**src/hdl/lrs_pkg.sv**
```systemverilog
// Package for the latching relay sequencer: request and result types, phase codes, register indexes.
`default_nettype none
package lrs_pkg;

    localparam int CHANNELS = 4;

    localparam int TIMER_W = 24;
    localparam int PULSE_W = 16;
    localparam int CFG_IDX_W = 2;
    localparam int CFG_DATA_W = 24;

    localparam logic [CFG_IDX_W-1:0] REG_AUTO_MODE = 2'd0;
    localparam logic [CFG_IDX_W-1:0] REG_PULSE_TICKS = 2'd1;
    localparam logic [CFG_IDX_W-1:0] REG_OFF_DELAY_TICKS = 2'd2;

    localparam logic [2:0] PH_OFF = 3'd0;
    localparam logic [2:0] PH_ON_PULSE = 3'd1;
    localparam logic [2:0] PH_ON = 3'd2;
    localparam logic [2:0] PH_DELAY_OFF = 3'd3;
    localparam logic [2:0] PH_OFF_PULSE = 3'd4;

    localparam logic CMD_TICK = 1'b0;
    localparam logic CMD_SWITCH = 1'b1;

    typedef struct packed {
        logic                cmd;
        logic [CHANNELS-1:0] channels_on;
        logic                switch_value;
    } lrs_in_t;

    typedef struct packed {
        logic       set_coil;
        logic       reset_coil;
        logic       triac_enable;
        logic [2:0] relay_state;
    } lrs_out_t;

endpackage
`default_nettype wire

```
**src/hdl/latching_relay_sequencer.sv**
```systemverilog
// Latching relay sequencer: bistable relay coil pulses, triac enable and off-delay timer.
//
//  channel   direction  handshake          payload
//  s_        in         s_valid/s_ready    lrs_in_t  (cmd, channels_on, switch_value)
//  m_        out        m_valid/m_ready    lrs_out_t (coils, triac, relay_state)
//  cfg_      in         cfg_we (no wait)   cfg_index, cfg_wdata
//
// One request per cycle unless a held result stalls s_: every request yields one
// result in the cycle after it is accepted, the state update and timer decrement
// feeding the result register. s_ready is high while the result register is empty
// or being taken, so a stalled m_ready holds at most one result and back-pressures s_.
// aresetn is synchronous, active low: registers return to their defaults, phase off,
// timer stopped, coils and triac released, no result pending.
`default_nettype none
module latching_relay_sequencer
    import lrs_pkg::*;
(
    input  wire logic                  aclk,
    input  wire logic                  aresetn,
    input  wire logic                  s_valid,
    output logic                       s_ready,
    input  wire lrs_in_t               s_data,
    output logic                       m_valid,
    input  wire logic                  m_ready,
    output lrs_out_t                   m_data,
    input  wire logic                  cfg_we,
    input  wire logic [CFG_IDX_W-1:0]  cfg_index,
    input  wire logic [CFG_DATA_W-1:0] cfg_wdata
);

    // configuration registers
    logic               auto_mode_reg;
    logic [PULSE_W-1:0] pulse_ticks_reg;
    logic [TIMER_W-1:0] off_delay_ticks_reg;

    // sequencer state
    logic [2:0]         phase_reg, phase_next;
    logic [TIMER_W-1:0] timer_count_reg, timer_count_next;
    logic               timer_running_reg, timer_running_next;
    logic               set_coil_reg, set_coil_next;
    logic               reset_coil_reg, reset_coil_next;
    logic               triac_reg, triac_next;

    // result register
    logic               m_valid_reg;
    lrs_out_t           m_data_reg;

    logic               s_take;
    logic               active;
    logic [TIMER_W-1:0] pulse_load;

    assign s_ready    = !m_valid_reg || m_ready;
    assign s_take     = s_valid && s_ready;
    assign active     = |s_data.channels_on;
    assign pulse_load = {{(TIMER_W-PULSE_W){1'b0}}, pulse_ticks_reg};
    assign m_valid    = m_valid_reg;
    assign m_data     = m_data_reg;

    always_ff @(posedge aclk) begin
        if (!aresetn) begin
            auto_mode_reg       <= 1'b1;
            pulse_ticks_reg     <= PULSE_W'(100);
            off_delay_ticks_reg <= TIMER_W'(1000);
        end else if (cfg_we) begin
            unique case (cfg_index)
                REG_AUTO_MODE:       auto_mode_reg       <= cfg_wdata[0];
                REG_PULSE_TICKS:     pulse_ticks_reg     <= cfg_wdata[PULSE_W-1:0];
                REG_OFF_DELAY_TICKS: off_delay_ticks_reg <= cfg_wdata[TIMER_W-1:0];
                default: ;  // index beyond the register list: ignored
            endcase
        end
    end

    // Next state for the request on s_data. Expiry is tested after the decrement,
    // and acting on an expired timer stops or reloads it.
    always_comb begin
        logic               expired;
        logic [TIMER_W-1:0] cnt;
        phase_next         = phase_reg;
        cnt                = timer_count_reg;
        timer_running_next = timer_running_reg;
        set_coil_next      = set_coil_reg;
        reset_coil_next    = reset_coil_reg;
        triac_next         = triac_reg;

        if (s_data.cmd == CMD_TICK && timer_running_reg && timer_count_reg != '0) begin
            cnt = timer_count_reg - TIMER_W'(1);
        end
        expired = timer_running_reg && (cnt == '0);
        timer_count_next = cnt;

        if (s_data.cmd == CMD_SWITCH) begin
            if (s_data.switch_value) begin
                set_coil_next = 1'b1; reset_coil_next = 1'b0; triac_next = 1'b1;
                phase_next = PH_ON_PULSE;
            end else begin
                set_coil_next = 1'b0; reset_coil_next = 1'b1; triac_next = 1'b0;
                phase_next = PH_OFF_PULSE;
            end
            timer_count_next   = pulse_load;
            timer_running_next = 1'b1;
        end else begin
            unique case (phase_reg)
                PH_ON_PULSE: begin
                    if (expired) begin
                        timer_running_next = 1'b0;
                        set_coil_next      = 1'b0;
                        phase_next         = PH_ON;
                    end
                end
                PH_OFF_PULSE: begin
                    if (auto_mode_reg && active) begin
                        set_coil_next = 1'b1; reset_coil_next = 1'b0; triac_next = 1'b1;
                        phase_next         = PH_ON_PULSE;
                        timer_count_next   = pulse_load;
                        timer_running_next = 1'b1;
                    end else if (expired) begin
                        timer_running_next = 1'b0;
                        reset_coil_next    = 1'b0;
                        phase_next         = PH_OFF;
                    end
                end
                PH_DELAY_OFF: begin
                    if (auto_mode_reg) begin
                        if (active) begin
                            // channel back on: cancel the off-delay
                            timer_running_next = 1'b0;
                            phase_next         = PH_ON;
                        end else if (expired) begin
                            set_coil_next = 1'b0; reset_coil_next = 1'b1; triac_next = 1'b0;
                            phase_next         = PH_OFF_PULSE;
                            timer_count_next   = pulse_load;
                            timer_running_next = 1'b1;
                        end
                    end
                end
                PH_ON: begin
                    if (auto_mode_reg && !active) begin
                        timer_count_next   = off_delay_ticks_reg;
                        timer_running_next = 1'b1;
                        phase_next         = PH_DELAY_OFF;
                    end
                end
                default: begin
                    // off, and any stray code, behaves as off
                    if (auto_mode_reg) begin
                        phase_next = PH_OFF;
                        if (active) begin
                            set_coil_next = 1'b1; reset_coil_next = 1'b0; triac_next = 1'b1;
                            phase_next         = PH_ON_PULSE;
                            timer_count_next   = pulse_load;
                            timer_running_next = 1'b1;
                        end
                    end
                end
            endcase
        end
    end

    always_ff @(posedge aclk) begin
        if (!aresetn) begin
            phase_reg         <= PH_OFF;
            timer_count_reg   <= '0;
            timer_running_reg <= 1'b0;
            set_coil_reg      <= 1'b0;
            reset_coil_reg    <= 1'b0;
            triac_reg         <= 1'b0;
            m_valid_reg       <= 1'b0;
        end else begin
            if (s_take) begin
                phase_reg         <= phase_next;
                timer_count_reg   <= timer_count_next;
                timer_running_reg <= timer_running_next;
                set_coil_reg      <= set_coil_next;
                reset_coil_reg    <= reset_coil_next;
                triac_reg         <= triac_next;
                m_valid_reg       <= 1'b1;
            end else if (m_ready) begin
                m_valid_reg <= 1'b0;
            end
        end
    end

    // result payload: no reset needed
    always_ff @(posedge aclk) begin
        if (s_take) begin
            m_data_reg.set_coil     <= set_coil_next;
            m_data_reg.reset_coil   <= reset_coil_next;
            m_data_reg.triac_enable <= triac_next;
            m_data_reg.relay_state  <= phase_next;
        end
    end

endmodule
`default_nettype wire

```
**config.mk**
```make
export PLATFORM = sky130hd
export DESIGN_NAME = latching_relay_sequencer
export DESIGN_NICKNAME = d
export VERILOG_FILES = /design/src/hdl/lrs_pkg.sv /design/src/hdl/latching_relay_sequencer.sv
export SDC_FILE = /design/constraint.sdc
export NUM_CORES = 1
export LEC_CHECK = 0
export BUFFER_PORTS_ARGS = -buffer_cell sky130_fd_sc_hd__clkbuf_2
export CORE_MARGIN = 2
export CORE_UTILIZATION = 54
export DETAILED_ROUTE_END_ITERATION = 10
export MAX_ROUTING_LAYER = met4
export PLACE_DENSITY = 0.74
export SLEW_MARGIN = 40
export SYNTH_ARGS = -nofsm -noshare
export SYNTH_HDL_FRONTEND = slang
export SYNTH_SLANG_ARGS = --single-unit
```
**constraint.sdc**
```tcl
create_clock -name aclk -period 9.27 [get_ports aclk]
set_input_delay 1.854 -clock aclk [delete_from_list [all_inputs] [get_ports aclk]]
set_output_delay 1.854 -clock aclk [all_outputs]
set_load 0.02 [all_outputs]
```
* Yosys cells after proc, flatten, opt, wreduce, memory -nomap -nowiden
Index checks and enable logic that the tools add are counted.
Word-level totals: logic and storage cells 107, output and inout bits 8, register bits 79
Operators by class: reduce and logical (&&, ||, !) cells 21, $add $sub $neg 1, muxes and demuxes 61, bitwise gates (word level) 1, equal/unequal tests 9
Operators by type and width (count):
- $mux W24 | 9
- $pmux W24 S4 | 1
- $mux W1 | 36
- $mux W3 | 10
- $logic_not A24 Y1 | 1
- $reduce_bool A24 Y1 | 1
- $sub A24 B1 Y24 const B | 1
- $pmux W3 S4 | 1
- $pmux W1 S4 | 2
- $eq A3 B2 Y1 const B | 2
- $logic_and A1 B1 Y1 | 6
- $ne A3 B3 Y1 const B | 2
- $pmux W1 S3 | 2
- $reduce_and A2 Y1 | 3
- $reduce_and A6 Y1 | 1
- $reduce_bool A6 Y1 | 1
- $reduce_bool A5 Y1 | 1
- $ne A4 B4 Y1 const B | 1
- $reduce_or A4 Y1 | 1
- $eq A3 B1 Y1 const B | 1
- $eq A3 B3 Y1 const B | 1
- $eq A2 B1 Y1 const B | 1
- $eq A2 B2 Y1 const B | 1
- $logic_not A1 Y1 | 2
- 5 further kinds | 5

* Longest topological paths before layout
Gate-level depths: netlist of run 1.
depth in word-level cells 11, depth in mapped cells 13, gate-level depth less buffers 11

* Worst setup path before layout of run 1
OpenSTA, ideal clock, no wires.
path kind input to register, start point input s_data[5] in the netlist's numbering, end point register m_data_reg, in the netlist m_data[1], data pin, arrival time 3.690 ns, cell stages on the path 8, slack 5.326 ns, cell sequence nor2_1 -> o31ai_2 -> or4_1 -> xor2_1 -> nand4_4 -> or2_2 -> mux2i_1 -> nor2_1
On the way: word-level cells in the longest chain between the ends 11
RTL lines:
- start, declared | line latching_relay_sequencer.sv:22 | input wire lrs_in_t s_data,
- $not A1 Y1 | line latching_relay_sequencer.sv:86 | if (s_data.cmd == CMD_TICK && timer_running_reg && timer_count_reg != '0) begin
- $logic_and A1 B1 Y1 (2 in a row) | line latching_relay_sequencer.sv:86
- $mux W24 | line latching_relay_sequencer.sv:86
- $logic_not A24 Y1 | line latching_relay_sequencer.sv:89 | expired = timer_running_reg && (cnt == '0);
- $logic_and A1 B1 Y1 | line latching_relay_sequencer.sv:89
- $mux W3 | line latching_relay_sequencer.sv:129 | end else if (expired) begin
- $mux W3 | line latching_relay_sequencer.sv:125 | if (active) begin
- $mux W3 | line latching_relay_sequencer.sv:124 | if (auto_mode_reg) begin
- $pmux W3 S4 | line latching_relay_sequencer.sv:103 | unique case (phase_reg)
- $mux W3 (*) | line latching_relay_sequencer.sv:92 | if (s_data.cmd == CMD_SWITCH) begin
- net phase_next[1] | line latching_relay_sequencer.sv:37 | logic [2:0] phase_reg, phase_next;
- end, declared | line latching_relay_sequencer.sv:46 | lrs_out_t m_data_reg;
Mark *: on every way through the listed nets, which the timed path passes. The rest lies on a longest branch. A chain may end at the register's enable or synchronous reset.

* Final worst setup path of run 1
start point input s_data[5] in the netlist's numbering, end point register timer_count_reg[10]
On the way: word-level cells in the longest chain between the ends 11
RTL lines:
- $not A1 Y1 | line latching_relay_sequencer.sv:86
- $logic_and A1 B1 Y1 (2 in a row) | line latching_relay_sequencer.sv:86
- $mux W24 | line latching_relay_sequencer.sv:86
- $logic_not A24 Y1 | line latching_relay_sequencer.sv:89
- $logic_and A1 B1 Y1 | line latching_relay_sequencer.sv:89
- $mux W24 | line latching_relay_sequencer.sv:129
- $mux W24 | line latching_relay_sequencer.sv:125
- $mux W24 | line latching_relay_sequencer.sv:124
- $pmux W24 S4 | line latching_relay_sequencer.sv:103
- $mux W24 (*) | line latching_relay_sequencer.sv:92
- end signal, assigned | line latching_relay_sequencer.sv:172 | timer_count_reg <= timer_count_next;
- end, declared | line latching_relay_sequencer.sv:38 | logic [TIMER_W-1:0] timer_count_reg, timer_count_next;
Every way passes the cells marked *; elsewhere a longest branch is shown, timed or not.

==> impl_metrics.yaml, run 1 <==
status:
  outcome: "complete, no violations"
finish:
  regArea_sq_mm: 0.001642
  fin_util: 0.6071
  n_fill_cell: 771
  antennaDiodeCount: 0
  drive_above_1_share: 0.1399
  multi_input_area_sq_mm: 0.002780
  area_delta_synth_final_pct: 8.282
  nNetsFinal: 663
logic_synthesis:
  ys.flop_type: "dfxtp_1"
  ys_top_cells_by_area: "dfxtp_1 31%, nand2_1 10%, a21oi_1 5.8%, o21ai_0 4.0%, edfxtp_1 3.9%"
  synth_top_cell_by_area: "dfxtp_1"
  yosysWarnings: 0
  ys_ff_latch: 79
  ys_types: 72
  synth.most_common_cell: "nand2_1"
  synth_top_cells_by_count: "127 x nand2_1, 73 x dfxtp_1, 54 x a21oi_1, 47 x nor2_1, 37 x o21ai_0"
  synth_edf_count: 6
  syn_nets: 647
  yosysSeqAreaShare: 0.3528
  avgSynthCellArea_sq_um: 7.653
  syn_area_sq_mm: 0.004653
  yosysTopAreaCellShare: 0.3141
  synthArstFlopShare: 0
  post_synth_inst_count: 608
global_routing:
  grt_pass1_vias: 4318
  grt_antenna_before_repair: 0
  grt_pass1_wl_microns: 22020
  grt_usage: 0.2903
  grt_max_degree: 45
  grt_overflow_total: 0
setup_path:
  reg2reg_depth: 10
  path_cells: "clkbuf_2 > nor2_1 > o31a_1 > nand3_1 > a2111oi_4 > nand4_4 > nor3_4 > o31a_2 > a221o_1"
  cp_max_fo: 30
  cp_num_cells: 9
  worstSetupPathType: "in2reg"
  cp.arrival_ps: 4920
  worstPathRequired_ps: 9560
  cp_num_buf_inv: 1
  critical-path-max-stage-delay_ps: 580
  startpoint_type: "input port"
  end_kind: "flop"
  crit_path_top_delay_cell: "nor3_4"
  cp_top_family: "simple AND/OR/NAND/NOR gates"
placed_design:
  gp_congestion: 0.9522
  port-buffer-count: 44
  dp_slack_ps: 4322
  dp_hpwl_microns: 9518
sta:
  timing.final.crit_share: 0.4994
  setup_ws_ps: 4641
  maxSlewHeadroom: 0.5062
  fin_tns_setup_ps: 0
  fin_crit_ps: 4629
  timing.fmax_ghz: 0.2160
  hold_viol_final: 0
  tightestPinTransition_ps: 739.6
  rsz0062_at_grt: "no"
  skew_ps: 12.84
  drv_slew: 0
  finalSetupViolations: 0
cts:
  cts_hold_buf: 0
  cts_sinks: 79
  clk_pin_slew_ps: 80
  cts_setup_buffers: 0
  cts_resized: 0
  worstSkewPairLatency_ps: 350
  cts_made_buffers: 9
  cts_buffer_depth: 2
  cts_root_buf: "clkbuf_8"
  htree_levels: 3
  cts_tree: "done"
pwr:
  power.total_mw: 0.7876
  ir_worst_vdd_uv: 113.0
  comb_power_share: 0.199
  p_leak_nw: 1.935
  internal_power_mw: 0.5264
  swShare: 0.3316
  pwr-share-seq: 0.484
  p_per_area_mw_per_mm2: 156.3
  p_clk_frac: 0.317
  switchingPower_mw: 0.2612
floorplan:
  die_h_microns: 96.83
  die_area_sq_mm: 0.009376
  start_util: 0.5607
  row_count: 33
  die_w_microns: 96.83
  ioPinCount: 45
  coreArea_sq_mm: 0.008299
run:
  cap_violations: 0
detailed_routing:
  ant_nets: 0
  vias: 4624
  routed.top_layer: "met4"
  remaining_drc_errors: 0
  met1Wirelength_microns: 6151
  routed_wirelength_microns: 13220
  routed-wl-met2_microns: 5765
  viasPerCell: 6.300
  initialDrtViolationCount: 403
  routedWlPerCell_microns: 18.01
  dr_wl_met3_microns: 1056
  drtPass1Iterations: 5
worst_hold_path:
  hp-class: "reg2reg"
  whs_path_depth: 2
logic make-up (layout without fill, tap and decap cells):
logic type               count (synthesis)  count (layout)  share of synthesized area
AO/OA/AOI/OAI                          181             181                     0.2606
AND/OR/NAND/NOR                        265             265                     0.2778
flip-flops                              79              79                     0.3528
XOR/XNOR                                22              22                    0.04141
multiplexers                             5               5                    0.01076
buffers and inverters                   54              75                    0.05135
adder cells (fa/ha/maj)                  2               2                   0.005377
worst reg2reg max path: stages (launching register included):
cell and delay [ps]:
dfxtp_1 520, inv_1 140, ha_1 260, or3b_1 470, o21ai_0 170, a311o_1 380, a2111oi_4 390, nand4_4 230
nor3_4 580, o31a_2 320, a221o_1 160
cell usage in the layout, fill, tap and decap left out, drive strengths merged, types with 7 or more instances in the layout:
master	n
a21o	7
xor2	11
clkbuf	54
nand2b	8
nor2	47
a22oi	15
nand2	128
nor3	17
inv	11
nor4	9
a221oi	8
o21ai	41
dfxtp	73
nand3	18
xnor2	11
a21oi	55
metal layers:
metal	track usage	up-vias
li1	-	2229
met3	0.03251	23
met1	0.4272	2170
met4	0.08776	0
met5	-	-
met2	0.4188	202
path summary, 6_finish.rpt:
| check | start | endpoint | slack, ps |
|---|---|---|---|
| worst max register to register | timer_count_reg[0] | timer_count_reg[10] | 5600 |
| worst min register to register | off_delay_ticks_reg[13] | off_delay_ticks_reg[13] | 460 |
| worst min-delay path | off_delay_ticks_reg[13] | off_delay_ticks_reg[13] | 460 |
| worst max-delay path | s_data[5] | timer_count_reg[10] | 4640 |
area by class of cell:
| cell class | instances | share of cell area |
|---|---|---|
| clock inverters | 6 | 0.01018 |
| repair buffers | 49 | 0.05115 |
| flip-flops and latches | 79 | 0.3258 |
| multi-input cells | 475 | 0.5518 |
| clock buffers | 10 | 0.02732 |
| inverters | 10 | 0.007698 |
| well taps | 105 | 0.02607 |
through the flow:
step                instances  instance area (sq um)  hold slack (ps)
finish                    734                   5039            462.9
global route              734                   5039            482.0
CTS                       734                   5030            462.4
detailed placement        718                   4841            449.6
global placement          717                   4833            445.0
floorplan                 608                   4653            425.8
power by group through the flow:
stage               clock, mW  combinational, mW  sequential [mW]
finish                  0.250              0.157            0.381
global route            0.267              0.174            0.383
CTS                     0.253              0.154            0.380
detailed placement          0              0.153            0.388
global placement            0              0.152            0.388
floorplan                   0              0.122            0.377
Note: power is estimated with default switching activity, not from simulation.
==> run 2: changes to the inputs <==
ABC_AREA = 1   (was unset)
PLACE_DENSITY = 0.73   (was 0.74)
clock period = 4.6 ns   (was 9.27 ns; I/O delays follow)
==> run 2 against run 1 <==
Via count is 35% higher. Final cell count grew 52%. Non-clock buffer count up 6. Global-route usage grew 2.6 points. Sequential share of layout area decreased by 5.9 points. Die area rose by 21%. Synthesized cell count increased by 56%. Critical endpoint is now m_data[3]. Largest cell class unchanged. Highest routed layer unchanged.
==> impl_metrics.yaml, run 2 <==
cts:
  cts_made_buffers: 9
  htree_levels: 3
  cts_sinks: 79
  cts_buffer_depth: 2
  cts_tree: "done"
  cts_root_buf: "clkbuf_8"
  cts_hold_buf: 0
  cts_resized: 0
  worstSkewPairLatency_ps: 360
  cts_setup_buffers: 0
  clk_pin_slew_ps: 80
logic_synthesis:
  yosysTopAreaCellShare: 0.2585
  synth_edf_count: 6
  yosysSeqAreaShare: 0.2903
  post_synth_inst_count: 950
  synth_compound_area_frac: 0.1890
  synth_xor_area_frac: 0.01239
  ys_types: 41
  synth_top_cell_by_area: "dfxtp_1"
  synthSimpleGateAreaFrac: 0.4076
  avgSynthCellArea_sq_um: 5.952
  synth_top_cells_by_count: "272 x nand2_1, 150 x nor2_1, 98 x o21ai_0, 85 x inv_1, 73 x dfxtp_1"
  syn_area_sq_mm: 0.005654
  ys.flop_type: "dfxtp_1"
  synth.most_common_cell: "nand2_1"
  ys_top_cells_by_area: "dfxtp_1 26%, nand2_1 18%, nor2_1 10%, o21ai_0 8.7%, nand3_1 5.8%"
  syn_nets: 989
  synth_top_family_by_area: "simple AND/OR/NAND/NOR gates"
  ys_ff_latch: 79
  synth_fa_ha_area_frac: 0.004426
  yosysWarnings: 0
  synthMuxAreaShare: 0
  synthArstFlopShare: 0
setup_path:
  cp.arrival_ps: 3590
  startpoint_type: "flop"
  reg2reg_depth: 21
  rr_startpoint: "timer_count_reg[0]"
  cp_max_fo: 23
  worstSetupPathType: "reg2reg"
  crit_path_top_delay_cell: "dfxtp_1"
  reg2reg_slack_ps: 1130
  timing.rr.end: "m_data[3]"
  end_kind: "flop"
  critical-path-max-stage-delay_ps: 310
  worstPathRequired_ps: 4720
  path_cells: "inv_1 > ha_1 > nand2_1 > nor2_4 > nand3_4 > nand2_4 > inv_2 > nand2_1 > nand2_1 > nor2_1 > nand2_1 > nor2_1 > nand2_1 > nor2_4 > nand3_4 > nand2_1 > nand2_1 > nand3_1 > nand2_1 > nand2_1 > inv_1"
  critPathMostFrequentCell: "nand2_1"
  endpoint: "m_data[3]"
  cp-startpoint: "timer_count_reg[0]"
detailed_routing:
  viasPerCell: 5.607
  routedWlPerCell_microns: 14.93
  ant_nets: 0
  remaining_drc_errors: 0
  vias: 6241
  initialDrtViolationCount: 739
  drtPass1Iterations: 5
  routed_wirelength_microns: 16620
floorplan:
  row_count: 37
  die_area_sq_mm: 0.01131
  die_h_microns: 106.3
  die_w_microns: 106.3
  ioPinCount: 45
  start_util: 0.5526
  coreArea_sq_mm: 0.01023
sta:
  fin_tns_setup_ps: 0
  maxSlewHeadroom: 0.4880
  tightestPinTransition_ps: 767.9
  drv_slew: 0
  skew_ps: 11.77
  timing.fmax_ghz: 0.2881
  rsz0062_at_grt: "no"
  finalSetupViolations: 0
  fin_crit_ps: 3471
  timing.final.crit_share: 0.7545
  setup_ws_ps: 1129
  fin_hold_ws_ps: 483.5
  hold_viol_final: 0
finish:
  multi_input_area_sq_mm: 0.003468
  n_fill_cell: 1025
  final_common_cell: "nand2_1"
  nNetsFinal: 1011
  regArea_sq_mm: 0.001642
  area_delta_synth_final_pct: 8.785
  layout_common_cells: "272 x nand2_1, 150 x nor2_1, 98 x o21ai_0"
  antennaDiodeCount: 0
  drive_above_1_share: 0.1044
  fin_util: 0.6012
global_routing:
  grt_overflow_total: 0
  grt_antenna_before_repair: 0
  grt_usage: 0.3164
  grt_pass1_vias: 5624
  grt_pass1_wl_microns: 27970
  grt_max_degree: 47
placed_design:
  dp_hpwl_microns: 12010
  port-buffer-count: 44
  dp_slack_ps: 855.5
  gp_congestion: 0.9520
pwr:
  ir_worst_vdd_uv: 193.1
  p_per_area_mw_per_mm2: 325.5
  p_leak_nw: 2.786
  power.total_mw: 2.002
run:
  cap_violations: 0
status:
  outcome: "complete, no violations"
worst_hold_path:
  hp-class: "reg2reg"
[run 2: power by group]
| part | leakage (nW) | total, mW | switching, mW | internal [mW] |
|---|---|---|---|---|
| Sequential | 0.657 | 0.782 | 0.0459 | 0.737 |
| Clock | 0.116 | 0.605 | 0.263 | 0.341 |
| Combinational | 2.01 | 0.615 | 0.417 | 0.198 |
[run 2: cell type report]
type | count | share of cell area
inverter | 89 | 0.05431
tap | 136 | 0.02766
timing repair buffer | 55 | 0.04923
sequential | 79 | 0.2669
multi-input combinational | 738 | 0.5639
clock inverter | 4 | 0.01261
clock buffer | 12 | 0.02543
[run 2: stage by stage]
stage / area (sq um) / std cells
2_1_floorplan: 5654 / 950
3_3_place_gp: 5917 / 1097
3_5_place_dp: 5917 / 1097
4_1_cts: 6151 / 1113
5_1_grt: 6151 / 1113
6_report: 6151 / 1113
[run 2: how the worst min path moves through the flow]
stage / slack, ps / from / end / cells after the start
after detailed placement: 470 / off_delay_ticks_reg[7] / off_delay_ticks_reg[7] / 2
after global routing: 510 / off_delay_ticks_reg[11] / off_delay_ticks_reg[11] / 2
after floorplan: 440 / off_delay_ticks_reg[3] / off_delay_ticks_reg[3] / 2
after CTS: 490 / off_delay_ticks_reg[7] / off_delay_ticks_reg[7] / 2
final: 480 / off_delay_ticks_reg[13] / off_delay_ticks_reg[13] / 2
after global placement: 460 / off_delay_ticks_reg[9] / off_delay_ticks_reg[9] / 2
[run 2: routing by layer]
layer  up-vias  share of wire  wire length (microns)  global-route usage
met5         -              0                      0                   -
met4         0          0.018                    295             0.09962
met3        28          0.097                   1617             0.05886
met2       328           0.41                   6887              0.4505
met1      2734           0.47                   7820              0.4523
li1       3151              -                      -                   -
[run 2: cells by family after synthesis]
group                      Yosys count
adders and majority gates            2
AOI/OAI and AO/OA                  189
and+or+nand+nor                    539
DFF                                 79
xor gates and xnor gates             8
buffers and inverters              133
[run 2: worst max-delay path, delay by kind of cell, from the launching register on]
kind          cells  cell delay, ps
fa+ha+maj         1             200
buf+inv           3             420
flops             1             310
simple gates     17            2290
==> run 3: changes to the inputs <==
clock period = 3.2 ns   (was 4.6 ns; I/O delays follow)
==> run 3 against run 2 <==
Register-to-register slack got worse by 900 ps. Die area did not move. Sequential share of layout area fell by 0.98 points. Wire length rose by 5.3%. Fmax grew 17%. Sequential power grew 43%. Non-clock buffer count is 28 higher.
==> impl_metrics.yaml, run 3 (synthesis gave the netlist of run 2 again) <==
status:
  outcome: "complete, no violations"
detailed_routing:
  routed_wirelength_microns: 17500
  vias: 6360
  initialDrtViolationCount: 744
  remaining_drc_errors: 0
  routedWlPerCell_microns: 15.29
  ant_nets: 0
  viasPerCell: 5.559
  drtPass1Iterations: 5
setup_path:
  cp.arrival_ps: 3250
  worstPathRequired_ps: 3480
  worstSetupPathType: "reg2reg"
  reg2reg_depth: 19
  cp_max_fo: 8
  end_kind: "flop"
  startpoint_type: "flop"
cts:
  cts_sinks: 79
  cts_tree: "done"
  cts_hold_buf: 0
  clk_pin_slew_ps: 100
  cts_buffer_depth: 2
  cts_root_buf: "clkbuf_8"
  htree_levels: 3
  cts_made_buffers: 9
  worstSkewPairLatency_ps: 360
run:
  cap_violations: 0
pwr:
  p_per_area_mw_per_mm2: 437.2
  p_leak_nw: 2.908
  ir_worst_vdd_uv: 345.3
sta:
  drv_slew: 0
  timing.fmax_ghz: 0.3371
  fin_crit_ps: 2967
  tightestPinTransition_ps: 774.3
  timing.final.crit_share: 0.9272
  fin_tns_setup_ps: 0
  finalSetupViolations: 0
  maxSlewHeadroom: 0.4832
  hold_viol_final: 0
  skew_ps: 16.43
global_routing:
  grt_max_degree: 47
  grt_pass1_wl_microns: 28380
  grt_antenna_before_repair: 0
  grt_usage: 0.3217
  grt_overflow_total: 0
  grt_pass1_vias: 5624
floorplan:
  start_util: 0.5526
  die_w_microns: 106.3
  die_area_sq_mm: 0.01131
  die_h_microns: 106.3
  ioPinCount: 45
  row_count: 37
  coreArea_sq_mm: 0.01023
placed_design:
  gp_congestion: 0.9416
  dpl.cell_count: 1120
  dp_hpwl_microns: 12530
  port-buffer-count: 44
finish:
  multi_input_area_sq_mm: 0.003541
  antennaDiodeCount: 0
  final_cell_count_no_fill: 1144
  area_delta_synth_final_pct: 12.92
  layout_common_cells: "269 x nand2_1, 146 x nor2_1, 98 x o21ai_0"
  n_fill_cell: 1032
  drive_above_1_share: 0.1429
  regArea_sq_mm: 0.001642
  nNetsFinal: 1042
  final_common_cell: "nand2_1"
worst_hold_path:
  whs_path_depth: 2
  hp-class: "reg2reg"
==> run 3: changes by cell type in the layout (fill, tap and decap cells not counted), moves of 3 or more <==
cell	before	now
buf_4	11	39
nor2_4	3	8
nor2_1	150	146
inv_6	0	3
nand2_1	272	269
==> run 3: final timing paths <==
path                                              from                      to  slack, ps
worst max register to register      timer_count_reg[7]      timer_count_reg[0]        230
worst min-delay path            off_delay_ticks_reg[6]  off_delay_ticks_reg[6]        480
worst min register to register  off_delay_ticks_reg[6]  off_delay_ticks_reg[6]        480
worst max-delay path                timer_count_reg[7]      timer_count_reg[0]        230
==> run 3: per-layer routing <==
layer  global-route usage  routed length [microns]  vias to the layer above
met2               0.4661                     7271                      328
met4              0.06109                      334                        0
li1                     -                        -                     3214
met5                    -                        0                        -
met1               0.4642                     8061                     2786
met3              0.06867                     1830                       32
==> run 3: power breakdown <==
group	internal [mW]	switching, mW
registers	1.06	0.0603
logic	0.320	0.621
clock network	0.300	0.431
==> run 3: final cells by class <==
cell class,instances,share of cell area
Multi-Input combinational cell,741,0.5546
Sequential cell,79,0.2571
Timing Repair Buffer,83,0.08034
Inverter,89,0.05232
Tap cell,136,0.02665
Clock buffer,9,0.01940
Clock inverter,7,0.009602
==> run 3: through the flow <==
stage	util	total power [mW]	instance area (sq um)	setup slack [ps]	hold slack [ps]
after CTS	0.6133	2.753	6275	37.37	482.2
after detailed placement	0.5952	2.033	6090	70.04	456.2
after floorplan	-	1.790	5654	560.4	442.3
after global routing	0.6241	2.960	6385	-11.53	487.2
after global placement	0.5952	2.029	6090	177.0	459.4
final	0.6241	2.792	6385	233.1	484.1
==> run 3: timing repair <==
| action | CTS | global route |
|---|---|---|
| resized for setup | 0 | 13 |
| endpoints found under the setup margin | 0 | 28 |
| setup buffers | 0 | 5 |
==> run 3: critical path: stages (launching register included) <==
cell and delay [ps]:
dfxtp_1 390, nor2_1 250, nand2_1 140, nor2_1 240
nand2_1 80, nand2_1 60, nand2_1 60, nand2_1 80
nand2_1 140, nor2_1 120, nand2_1 60, nor2_1 90
nand2_1 120, nor2_4 230, nand3_4 200, nor2_4 280
nand2_1 80, nand3b_1 100, nand2_1 50, a21oi_1 110
